`src/partition_fit_allocator_macros.svh`:
```
// ----------------------------------------------------------------------------
// partition_fit_allocator_macros
// assertion macros shared by the allocator rtl
// ----------------------------------------------------------------------------
`ifndef PARTITION_FIT_ALLOCATOR_MACROS_SVH
`define PARTITION_FIT_ALLOCATOR_MACROS_SVH

// same-cycle implication, checked out of reset
`define PFA_ASSERT_IMP(lbl, ante, cons, msg) \
	lbl: assert property (@(posedge clk) disable iff (!arst_n) (ante) |-> (cons)) else $error(msg);

// next-cycle implication, checked out of reset
`define PFA_ASSERT_NXT(lbl, ante, cons, msg) \
	lbl: assert property (@(posedge clk) disable iff (!arst_n) (ante) |=> (cons)) else $error(msg);

`endif

```
`src/pfa_pkg.sv`:
```
// ----------------------------------------------------------------------------
// pfa_pkg
// types and constants of the partition fit allocator
// ----------------------------------------------------------------------------
package pfa_pkg;

	localparam int OP_W    = 2;
	localparam int SEL_W   = 4;
	localparam int AMT_W   = 16;
	localparam int HOLE_W  = 4;
	localparam int REM_W   = 16;
	localparam int MODE_W  = 2;
	localparam int ACT_W   = 5;

	localparam int CFG_IDX_W  = 1;
	localparam int CFG_DATA_W = 5;

	localparam logic [CFG_IDX_W-1:0] CFG_FIT_MODE     = 1'b0;
	localparam logic [CFG_IDX_W-1:0] CFG_ACTIVE_HOLES = 1'b1;

	localparam logic [MODE_W-1:0] FIT_MODE_RESET     = 2'd0;
	localparam logic [ACT_W-1:0]  ACTIVE_HOLES_RESET = 5'd16;

	typedef enum logic [OP_W-1:0] {
		OP_LOAD    = 2'd0,
		OP_RESTORE = 2'd1,
		OP_ALLOC   = 2'd2
	} op_t;

	typedef enum logic [MODE_W-1:0] {
		FIT_FIRST = 2'd0,
		FIT_BEST  = 2'd1,
		FIT_WORST = 2'd2
	} fit_t;

	typedef enum logic [2:0] {
		ST_IDLE,
		ST_SCAN,
		ST_RESTORE,
		ST_UPDATE,
		ST_DONE
	} state_t;

endpackage

```
`src/pfa_in_if.sv`:
```
// ----------------------------------------------------------------------------
// pfa_in_if
// request channel: operation, hole select and amount
// ----------------------------------------------------------------------------
interface pfa_in_if;
	import pfa_pkg::*;

	logic              valid;
	logic              ready;
	logic [OP_W-1:0]   operation;
	logic [SEL_W-1:0]  hole_select;
	logic [AMT_W-1:0]  amount;

	modport source (output valid, output operation, output hole_select, output amount,
		input ready);
	modport sink (input valid, input operation, input hole_select, input amount,
		output ready);
endinterface

```
`src/pfa_out_if.sv`:
```
// ----------------------------------------------------------------------------
// pfa_out_if
// result channel: grant flag, chosen hole and remainder
// ----------------------------------------------------------------------------
interface pfa_out_if;
	import pfa_pkg::*;

	logic              valid;
	logic              ready;
	logic              granted;
	logic [HOLE_W-1:0] chosen_hole;
	logic [REM_W-1:0]  remainder_after;

	modport source (output valid, output granted, output chosen_hole,
		output remainder_after, input ready);
	modport sink (input valid, input granted, input chosen_hole, input remainder_after,
		output ready);
endinterface

```
`src/partition_fit_allocator.sv`:
```
// ----------------------------------------------------------------------------
// partition_fit_allocator
// first, best or worst fit allocation over a table of free holes
// load and unused codes: after accept, ST_DONE loads the word into the output register
// allocate: scan of lim holes, then ST_UPDATE and ST_DONE; lim = min(active_holes, NUM_HOLES);
//   one hole compared per cycle through a single read port of the remainder memory
// restore: copy of lim holes, then ST_DONE; one original size copied per cycle
// one word at a time; ready again once the result sits in the output register;
//   a full output register holds the block
// async reset: config to defaults; control and per-hole valid bits cleared (sizes read 0)
// ----------------------------------------------------------------------------
module partition_fit_allocator #(
	parameter int NUM_HOLES = 16,
	parameter int SIZE_BITS = 16
) (
	input  logic                              clk,
	input  logic                              arst_n,
	pfa_in_if.sink                            req,
	pfa_out_if.source                         rsp,
	input  logic                              cfg_write,
	input  logic [pfa_pkg::CFG_IDX_W-1:0]     cfg_index,
	input  logic [pfa_pkg::CFG_DATA_W-1:0]    cfg_data
);
	import pfa_pkg::*;

	localparam int IDX_W = $clog2(NUM_HOLES);
	localparam int CNT_W = $clog2(NUM_HOLES + 1);

	state_t state_q, state_d;

	logic [MODE_W-1:0]    fit_mode_q;
	logic [ACT_W-1:0]     active_q;
	logic [CNT_W-1:0]     lim;
	logic [CNT_W-1:0]     cnt_q;
	logic                 scan_more;
	logic                 rd_issue;
	logic [IDX_W-1:0]     rd_addr;
	logic                 pend_s1;
	logic [IDX_W-1:0]     addr_s1;
	logic [SIZE_BITS-1:0] rem_rd_s1;
	logic [SIZE_BITS-1:0] orig_rd_s1;
	logic [SIZE_BITS-1:0] rd_val;
	logic [SIZE_BITS-1:0] orig_val;
	logic [NUM_HOLES-1:0] valid_q;

	logic [SIZE_BITS-1:0] amt_q;
	logic                 found_q;
	logic [IDX_W-1:0]     best_idx_q;
	logic [SIZE_BITS-1:0] best_val_q;

	logic [SIZE_BITS-1:0] sub_a;
	logic [SIZE_BITS:0]   diff;
	logic                 fits;
	logic                 take;

	logic                 accept;
	op_t                  in_op;
	logic [SIZE_BITS-1:0] in_amt;
	logic                 load_ok;

	logic                 orig_we;
	logic [IDX_W-1:0]     orig_wa;
	logic [SIZE_BITS-1:0] orig_wd;
	logic                 rem_we;
	logic [IDX_W-1:0]     rem_wa;
	logic [SIZE_BITS-1:0] rem_wd;

	logic                 out_load;
	logic                 res_granted_q;
	logic [HOLE_W-1:0]    res_hole_q;
	logic [REM_W-1:0]     res_rem_q;
	logic                 out_valid_q;
	logic                 out_granted_q;
	logic [HOLE_W-1:0]    out_hole_q;
	logic [REM_W-1:0]     out_rem_q;

	logic [SIZE_BITS-1:0] orig_mem [NUM_HOLES];
	logic [SIZE_BITS-1:0] rem_mem  [NUM_HOLES];

	// request decode
	assign accept  = req.valid && req.ready;
	assign in_op   = op_t'(req.operation);
	assign in_amt  = SIZE_BITS'(req.amount);
	assign load_ok = 32'(req.hole_select) < NUM_HOLES;

	always_comb begin
		if (32'(active_q) > NUM_HOLES) begin
			lim = CNT_W'(NUM_HOLES);
		end else begin
			lim = CNT_W'(active_q);
		end
	end

	assign scan_more = cnt_q < lim;
	assign rd_addr   = cnt_q[IDX_W-1:0];
	assign rd_val    = valid_q[addr_s1] ? rem_rd_s1 : '0;
	assign orig_val  = valid_q[addr_s1] ? orig_rd_s1 : '0;

	// shared subtractor: fit test while scanning, new remainder on update
	assign sub_a = (state_q == ST_UPDATE) ? best_val_q : rd_val;
	assign diff  = {1'b0, sub_a} - {1'b0, amt_q};
	assign fits  = !diff[SIZE_BITS];

	assign take = (state_q == ST_SCAN) && pend_s1 && fits
		&& (!found_q
		|| ((fit_mode_q == FIT_BEST) && (rd_val < best_val_q))
		|| ((fit_mode_q == FIT_WORST) && (rd_val > best_val_q)));

	// next state
	always_comb begin
		state_d = state_q;
		case (state_q)
			ST_IDLE: begin
				if (accept) begin
					case (in_op)
						OP_ALLOC:   state_d = ST_SCAN;
						OP_RESTORE: state_d = ST_RESTORE;
						default:    state_d = ST_DONE;
					endcase
				end
			end
			ST_SCAN: begin
				if (!scan_more && !pend_s1) state_d = ST_UPDATE;
			end
			ST_RESTORE: begin
				if (!scan_more && !pend_s1) state_d = ST_DONE;
			end
			ST_UPDATE: state_d = ST_DONE;
			ST_DONE: begin
				if (!out_valid_q || rsp.ready) state_d = ST_IDLE;
			end
			default: state_d = ST_IDLE;
		endcase
	end

	// state outputs
	always_comb begin
		req.ready = (state_q == ST_IDLE);
		rd_issue  = ((state_q == ST_SCAN) || (state_q == ST_RESTORE)) && scan_more;
		out_load  = (state_q == ST_DONE) && (!out_valid_q || rsp.ready);
		orig_we   = accept && (in_op == OP_LOAD) && load_ok;
		orig_wa   = IDX_W'(req.hole_select);
		orig_wd   = in_amt;
		rem_we    = 1'b0;
		rem_wa    = orig_wa;
		rem_wd    = orig_wd;
		case (state_q)
			ST_IDLE: rem_we = orig_we;
			ST_RESTORE: begin
				rem_we = pend_s1;
				rem_wa = addr_s1;
				rem_wd = orig_val;
			end
			ST_UPDATE: begin
				rem_we = found_q;
				rem_wa = best_idx_q;
				rem_wd = diff[SIZE_BITS-1:0];
			end
			default: rem_we = 1'b0;
		endcase
	end

	// control and configuration
	always_ff @(posedge clk or negedge arst_n) begin
		if (!arst_n) begin
			state_q     <= ST_IDLE;
			fit_mode_q  <= FIT_MODE_RESET;
			active_q    <= ACTIVE_HOLES_RESET;
			cnt_q       <= '0;
			pend_s1     <= 1'b0;
			found_q     <= 1'b0;
			valid_q     <= '0;
			out_valid_q <= 1'b0;
		end else begin
			state_q <= state_d;
			if (cfg_write) begin
				case (cfg_index)
					CFG_FIT_MODE:     fit_mode_q <= cfg_data[MODE_W-1:0];
					CFG_ACTIVE_HOLES: active_q   <= cfg_data[ACT_W-1:0];
					default:          ;
				endcase
			end
			if (accept) begin
				cnt_q <= '0;
			end else if (rd_issue) begin
				cnt_q <= cnt_q + 1'b1;
			end
			pend_s1 <= rd_issue;
			if (accept) begin
				found_q <= 1'b0;
			end else if (take) begin
				found_q <= 1'b1;
			end
			if (orig_we) valid_q[orig_wa] <= 1'b1;
			if (out_load) begin
				out_valid_q <= 1'b1;
			end else if (rsp.ready) begin
				out_valid_q <= 1'b0;
			end
		end
	end

	// datapath
	always_ff @(posedge clk) begin
		if (rd_issue) addr_s1 <= rd_addr;
		if (accept) begin
			amt_q         <= in_amt;
			res_granted_q <= 1'b0;
			res_hole_q    <= (orig_we) ? req.hole_select : '0;
			res_rem_q     <= (orig_we) ? REM_W'(in_amt) : '0;
		end
		if (take) begin
			best_idx_q <= addr_s1;
			best_val_q <= rd_val;
		end
		if (state_q == ST_UPDATE) begin
			res_granted_q <= found_q;
			res_hole_q    <= found_q ? HOLE_W'(best_idx_q) : '0;
			res_rem_q     <= found_q ? REM_W'(diff[SIZE_BITS-1:0]) : '0;
		end
		if (out_load) begin
			out_granted_q <= res_granted_q;
			out_hole_q    <= res_hole_q;
			out_rem_q     <= res_rem_q;
		end
	end

	// hole tables
	always_ff @(posedge clk) begin
		if (orig_we) orig_mem[orig_wa] <= orig_wd;
		orig_rd_s1 <= orig_mem[rd_addr];
	end

	always_ff @(posedge clk) begin
		if (rem_we) rem_mem[rem_wa] <= rem_wd;
		rem_rd_s1 <= rem_mem[rd_addr];
	end

	assign rsp.valid           = out_valid_q;
	assign rsp.granted         = out_granted_q;
	assign rsp.chosen_hole     = out_hole_q;
	assign rsp.remainder_after = out_rem_q;

`include "partition_fit_allocator_macros.svh"

	`PFA_ASSERT_NXT(a_busy_after_accept, req.valid && req.ready, !req.ready, "ready after accept")
	`PFA_ASSERT_IMP(a_pend_in_walk, pend_s1, (state_q == ST_SCAN) || (state_q == ST_RESTORE), "stray read")
	`PFA_ASSERT_IMP(a_grant_fits, (state_q == ST_UPDATE) && found_q, !diff[SIZE_BITS], "bad grant")

endmodule
```
`src/flat_wrapper.sv`:
```
// flat-port wrapper written by rule: the top's interface ports become plain ports
module partition_fit_allocator_flat import pfa_pkg::*;
#(
	parameter int NUM_HOLES = 16,
	parameter int SIZE_BITS = 16
)
  (clk, arst_n, cfg_write, cfg_index, cfg_data, req_valid, req_operation, req_hole_select, req_amount, req_ready, rsp_valid, rsp_granted, rsp_chosen_hole, rsp_remainder_after, rsp_ready);
  pfa_in_if req_i ();
  pfa_out_if rsp_i ();
  input  logic clk;
  input  logic arst_n;
  input  logic cfg_write;
  input  logic [pfa_pkg::CFG_IDX_W-1:0] cfg_index;
  input  logic [pfa_pkg::CFG_DATA_W-1:0] cfg_data;
  input wire logic [$bits(req_i.valid)-1:0] req_valid;
  input wire logic [$bits(req_i.operation)-1:0] req_operation;
  input wire logic [$bits(req_i.hole_select)-1:0] req_hole_select;
  input wire logic [$bits(req_i.amount)-1:0] req_amount;
  output wire logic [$bits(req_i.ready)-1:0] req_ready;
  output wire logic [$bits(rsp_i.valid)-1:0] rsp_valid;
  output wire logic [$bits(rsp_i.granted)-1:0] rsp_granted;
  output wire logic [$bits(rsp_i.chosen_hole)-1:0] rsp_chosen_hole;
  output wire logic [$bits(rsp_i.remainder_after)-1:0] rsp_remainder_after;
  input wire logic [$bits(rsp_i.ready)-1:0] rsp_ready;
  assign req_i.valid = req_valid;
  assign req_i.operation = req_operation;
  assign req_i.hole_select = req_hole_select;
  assign req_i.amount = req_amount;
  assign req_ready = req_i.ready;
  assign rsp_valid = rsp_i.valid;
  assign rsp_granted = rsp_i.granted;
  assign rsp_chosen_hole = rsp_i.chosen_hole;
  assign rsp_remainder_after = rsp_i.remainder_after;
  assign rsp_i.ready = rsp_ready;
  partition_fit_allocator #(.NUM_HOLES(NUM_HOLES), .SIZE_BITS(SIZE_BITS)) u_core (.clk(clk), .arst_n(arst_n), .req(req_i), .rsp(rsp_i), .cfg_write(cfg_write), .cfg_index(cfg_index), .cfg_data(cfg_data));
endmodule
```
`config.mk`:
```
export PLATFORM = sky130hd
export DESIGN_NAME = partition_fit_allocator_flat
export DESIGN_NICKNAME = d
export VERILOG_FILES = /design/src/pfa_pkg.sv /design/src/pfa_in_if.sv /design/src/pfa_out_if.sv /design/src/partition_fit_allocator.sv /design/src/flat_wrapper.sv
export VERILOG_INCLUDE_DIRS = /design/src /design/src/src
export SDC_FILE = /design/constraint.sdc
export NUM_CORES = 1
export LEC_CHECK = 0
export ABC_AREA = 1
export BUFFER_PORTS_ARGS = -buffer_cell sky130_fd_sc_hd__buf_2
export CELL_PAD_IN_SITES_DETAIL_PLACEMENT = 1
export CELL_PAD_IN_SITES_GLOBAL_PLACEMENT = 1
export CORE_MARGIN = 2
export CORE_UTILIZATION = 52
export CTS_CLUSTER_DIAMETER = 150
export CTS_CLUSTER_SIZE = 30
export DETAILED_ROUTE_END_ITERATION = 10
export PLACE_DENSITY = 0.76
export SYNTH_ARGS = -nofsm -noshare
export SYNTH_HDL_FRONTEND = slang
export SYNTH_SLANG_ARGS = --single-unit
```
`constraint.sdc`:
```
create_clock -name clk -period 4.8 [get_ports clk]
set_input_delay 1.2 -clock clk [delete_from_list [all_inputs] [get_ports clk]]
set_output_delay 1.2 -clock clk [all_outputs]
set_load 0.02 [all_outputs]
```
==> out/metrics.yaml <==
outcome: "complete, no violations"
num-fill-cells: 5095
nNetsFinal: 2184
first_global_vias: 17900
ys_types: 52
synth_nets: 2139
hp-start: "u_core.res_rem_q[12]"
pin_count: 56
setup_viol: 0
syn_area_sq_um: 26800
yosys_warnings: 0
hold_buffers: 0
layout_common_cells: "edfxtp_1 (594), nor2_1 (325), nand2_1 (189), o21ai_0 (182), inv_1 (118)"
r2r_start: "u_core.addr_s1[1]"
holdPathStages: 0
crit_fanout: 16
slowest_stage: "edfxtp_1"
powerDensity_nw_per_um2: 508
synthFlopType: "edfxtp_1"
min_path_type: "reg -> reg"
fin_tns_setup_ps: 0
worst-setup-path-type: "reg -> reg"
syn2layout_area_growth_pct: 8.00
switching_share_pct: 35.8
worst_pin_slew_ps: 990
cts.sinks: 660
globalRouteOverflowTotal: 0
numCtsBuffers: 25
clk_pin_slew_ps: 120
r2r_end: "u_core.rem_mem[2][13]"
slowest_delay_ps: 520
synth_seq_cells: 660
die_x_um: 231
irDropWorstVdd_uv: 360
place_ws_ps: 216
required_ps: 4990
dp_hpwl_um: 45900
ant_nets: 0
setup_ws_ps: 420
num_rows: 83
hold_violations: 0
synth-edff-count: 594
final-seq-area_sq_um: 19300
r2r_cells: 19
root_buffer: "clkbuf_16"
dr.pass1.iters: 5
switchingPower_w: 0.00526
holdWs_ps: 433
place.gp.congestion: 0.891
coreArea_sq_um: 51100
io_buffers: 55
finalMaxSlewViolations: 0
final_common_cell: "edfxtp_1"
p_comb_share_pct: 31.8
slew_headroom_pct: 32.3
end_kind: "register"
antenna_found_initial: 2
intPower_w: 0.00942
drt_iter0_markers: 1956
min_to: "u_core.rsp.remainder_after[12]"
rsz0062_at_grt: "no"
route.detailed.drc: 0
rrSetupSlack_ps: 420
yosysSeqAreaShare_pct: 72.2
dieArea_sq_um: 53300
die_h_um: 231
grt_util_all_layers_pct: 27.6
cp_top_family: "simple AND/OR/NAND/NOR gates"
pwr-share-clk_pct: 18.3
crit_path_start_kind: "register"
grt_pass1_wl_um: 110000
finalPower_w: 0.0147
cp.depth: 19
crit_top_cell: "nand2_1"
initial_utilization_pct: 52.4
synth_cells: 2069
insertion_delay_ps: 630
path_cells: "inv_1 -> nand3_1 -> nand3_1 -> nand3_2 -> nand2_4 -> nand2_1 -> o21ai_0 -> ha_1 -> a21oi_1 -> nand2_1 -> nand4_1 -> o211ai_1 -> a21boi_1 -> o21ai_1 -> nand2_1 -> nand2_1 -> xor2_1 -> nand2_1 -> nand3_1"
postSynth.asyncResetShare_pct: 5.15
clock_skew_ps: 34.7
fin_util_pct: 56.6
cap_violations: 0
critPathLaunch: "u_core.addr_s1[1]"
vias: 17200
routedWlPerCell_um: 26.1
clockBufferDepth: 3
worstPathArrival_ps: 4570
htree_levels: 1
layout-drive-gt1-share_pct: 10.4
wl_um: 73500
period_share_pct: 91.2
grt_max_degree: 129
multiInputGateArea_sq_um: 6590
tritoncts: "yes"
cp_num_buf_inv: 1
max_freq_mhz: 228
viasPerCell: 6.13
min_period_ps: 4380
syn_area_per_cell_sq_um: 12.9
leakagePower_nw: 9.96
power.share.sequential_pct: 49.9
[worst register-to-register path: cells and delay by family, from the launching register on]
family / cells / cell delay, ps
XOR/XNOR: 1 / 170
AO/OA/AOI/OAI: 5 / 1080
adder cells (fa/ha/maj): 1 / 350
buffers and inverters: 1 / 200
AND/OR/NAND/NOR: 11 / 1640
flip-flops: 1 / 520
[routing by layer]
layer  vias up  GRT usage, %  share of wire, %
li1       7626             -                 -
met2       630          46.5                49
met1      8860          38.3                42
met4         0          7.82               3.1
met5         -             0                 0
met3       131          3.01               6.2
[metrics by stage]
step           cells  area (sq um)
3_3_place_gp    2763         28100
2_1_floorplan   2069         26800
6_report        2814         28900
3_5_place_dp    2763         28100
5_1_grt         2813         28900
4_1_cts         2808         28800
[power by group through the flow]
stage | sequential, W | combinational [W] | clock [W]
floorplan | 0.00727 | 0.00313 | 0
global placement | 0.00745 | 0.00438 | 0
detailed placement | 0.00747 | 0.00459 | 0
CTS | 0.00734 | 0.00461 | 0.00272
global route | 0.00736 | 0.00513 | 0.00288
finish | 0.00733 | 0.00467 | 0.00268
[Yosys cell counts (6+ instances only)]
| cell | count | share of area (%) |
|---|---|---|
| a21oi_1 | 29 | 0.54 |
| buf_2 | 11 | 0.21 |
| clkbuf_1 | 93 | 1.3 |
| dfrtp_1 | 33 | 3.1 |
| dfxtp_1 | 32 | 2.4 |
| edfxtp_1 | 594 | 67 |
| ha_1 | 36 | 1.7 |
| inv_1 | 119 | 1.7 |
| mux2i_1 | 47 | 1.8 |
| nand2_1 | 189 | 2.7 |
| nand3_1 | 91 | 1.7 |
| nand4_1 | 6 | 0.14 |
| nor2_1 | 360 | 5.1 |
| o211ai_1 | 26 | 0.73 |
| o21ai_0 | 182 | 3.4 |
| o21ai_1 | 6 | 0.11 |
| o221ai_1 | 49 | 1.6 |
| o22ai_1 | 8 | 0.19 |
| o32ai_1 | 81 | 2.7 |
| xnor2_1 | 6 | 0.20 |
| xor2_1 | 8 | 0.26 |
[final cells by class]
cell class	count	share of cell area, %
Tap cell	680	2.94
Multi-Input combinational cell	1172	22.8
Timing Repair Buffer	128	3.20
Sequential cell	660	66.9
Antenna cell	2	0.0173
Clock buffer	45	2.42
Inverter	127	1.68
[cell families (layout without fill, tap and decap cells)]
kind of cell / count (synthesis) / after routing / synth area share [%]
adder cells (fa/ha/maj): 37 / 37 / 1.76
other: 0 / 2 / 0
buffers and inverters: 237 / 300 / 3.47
AND/OR/NAND/NOR: 669 / 669 / 10.3
flip-flops: 660 / 660 / 72.2
multiplexers: 49 / 49 / 1.84
XOR/XNOR: 14 / 14 / 0.458
AO/OA/AOI/OAI: 403 / 403 / 9.88
[how the worst max path moves through the flow]
stage,end,slack [ps]
after floorplan,u_core.best_idx_q[0],580
after CTS,u_core.rem_mem[9][14],200
final,u_core.rem_mem[2][13],420
after global placement,u_core.rem_mem[8][14],400
after detailed placement,u_core.rem_mem[9][14],220
after global routing,u_core.best_val_q[3],120
[state kept, by name, indices dropped and copies added, names as in the netlist, 4 cells and up]
register                    count
u_core.rsp.chosen_hole          4
u_core.res_rem_q               16
u_core.rem_rd_s1               16
u_core.rem_mem                256
u_core.cnt_q                    5
u_core.best_idx_q               4
u_core.orig_mem               256
u_core.addr_s1                  4
u_core.res_hole_q               4
u_core.orig_rd_s1              16
u_core.rsp.remainder_after     16
u_core.best_val_q              16
u_core.active_q                 5
u_core.valid_q                 16
u_core.amt_q                   16
[what timing repair did]
| item | in CTS | in global routing |
|---|---|---|
| setup endpoints to repair | 0 | 21 |
| resized for setup | 0 | 0 |
| buffers inserted | 0 | 2 |
| endpoints found under the hold margin | 0 | 0 |
(Power assumes the default switching activity.)
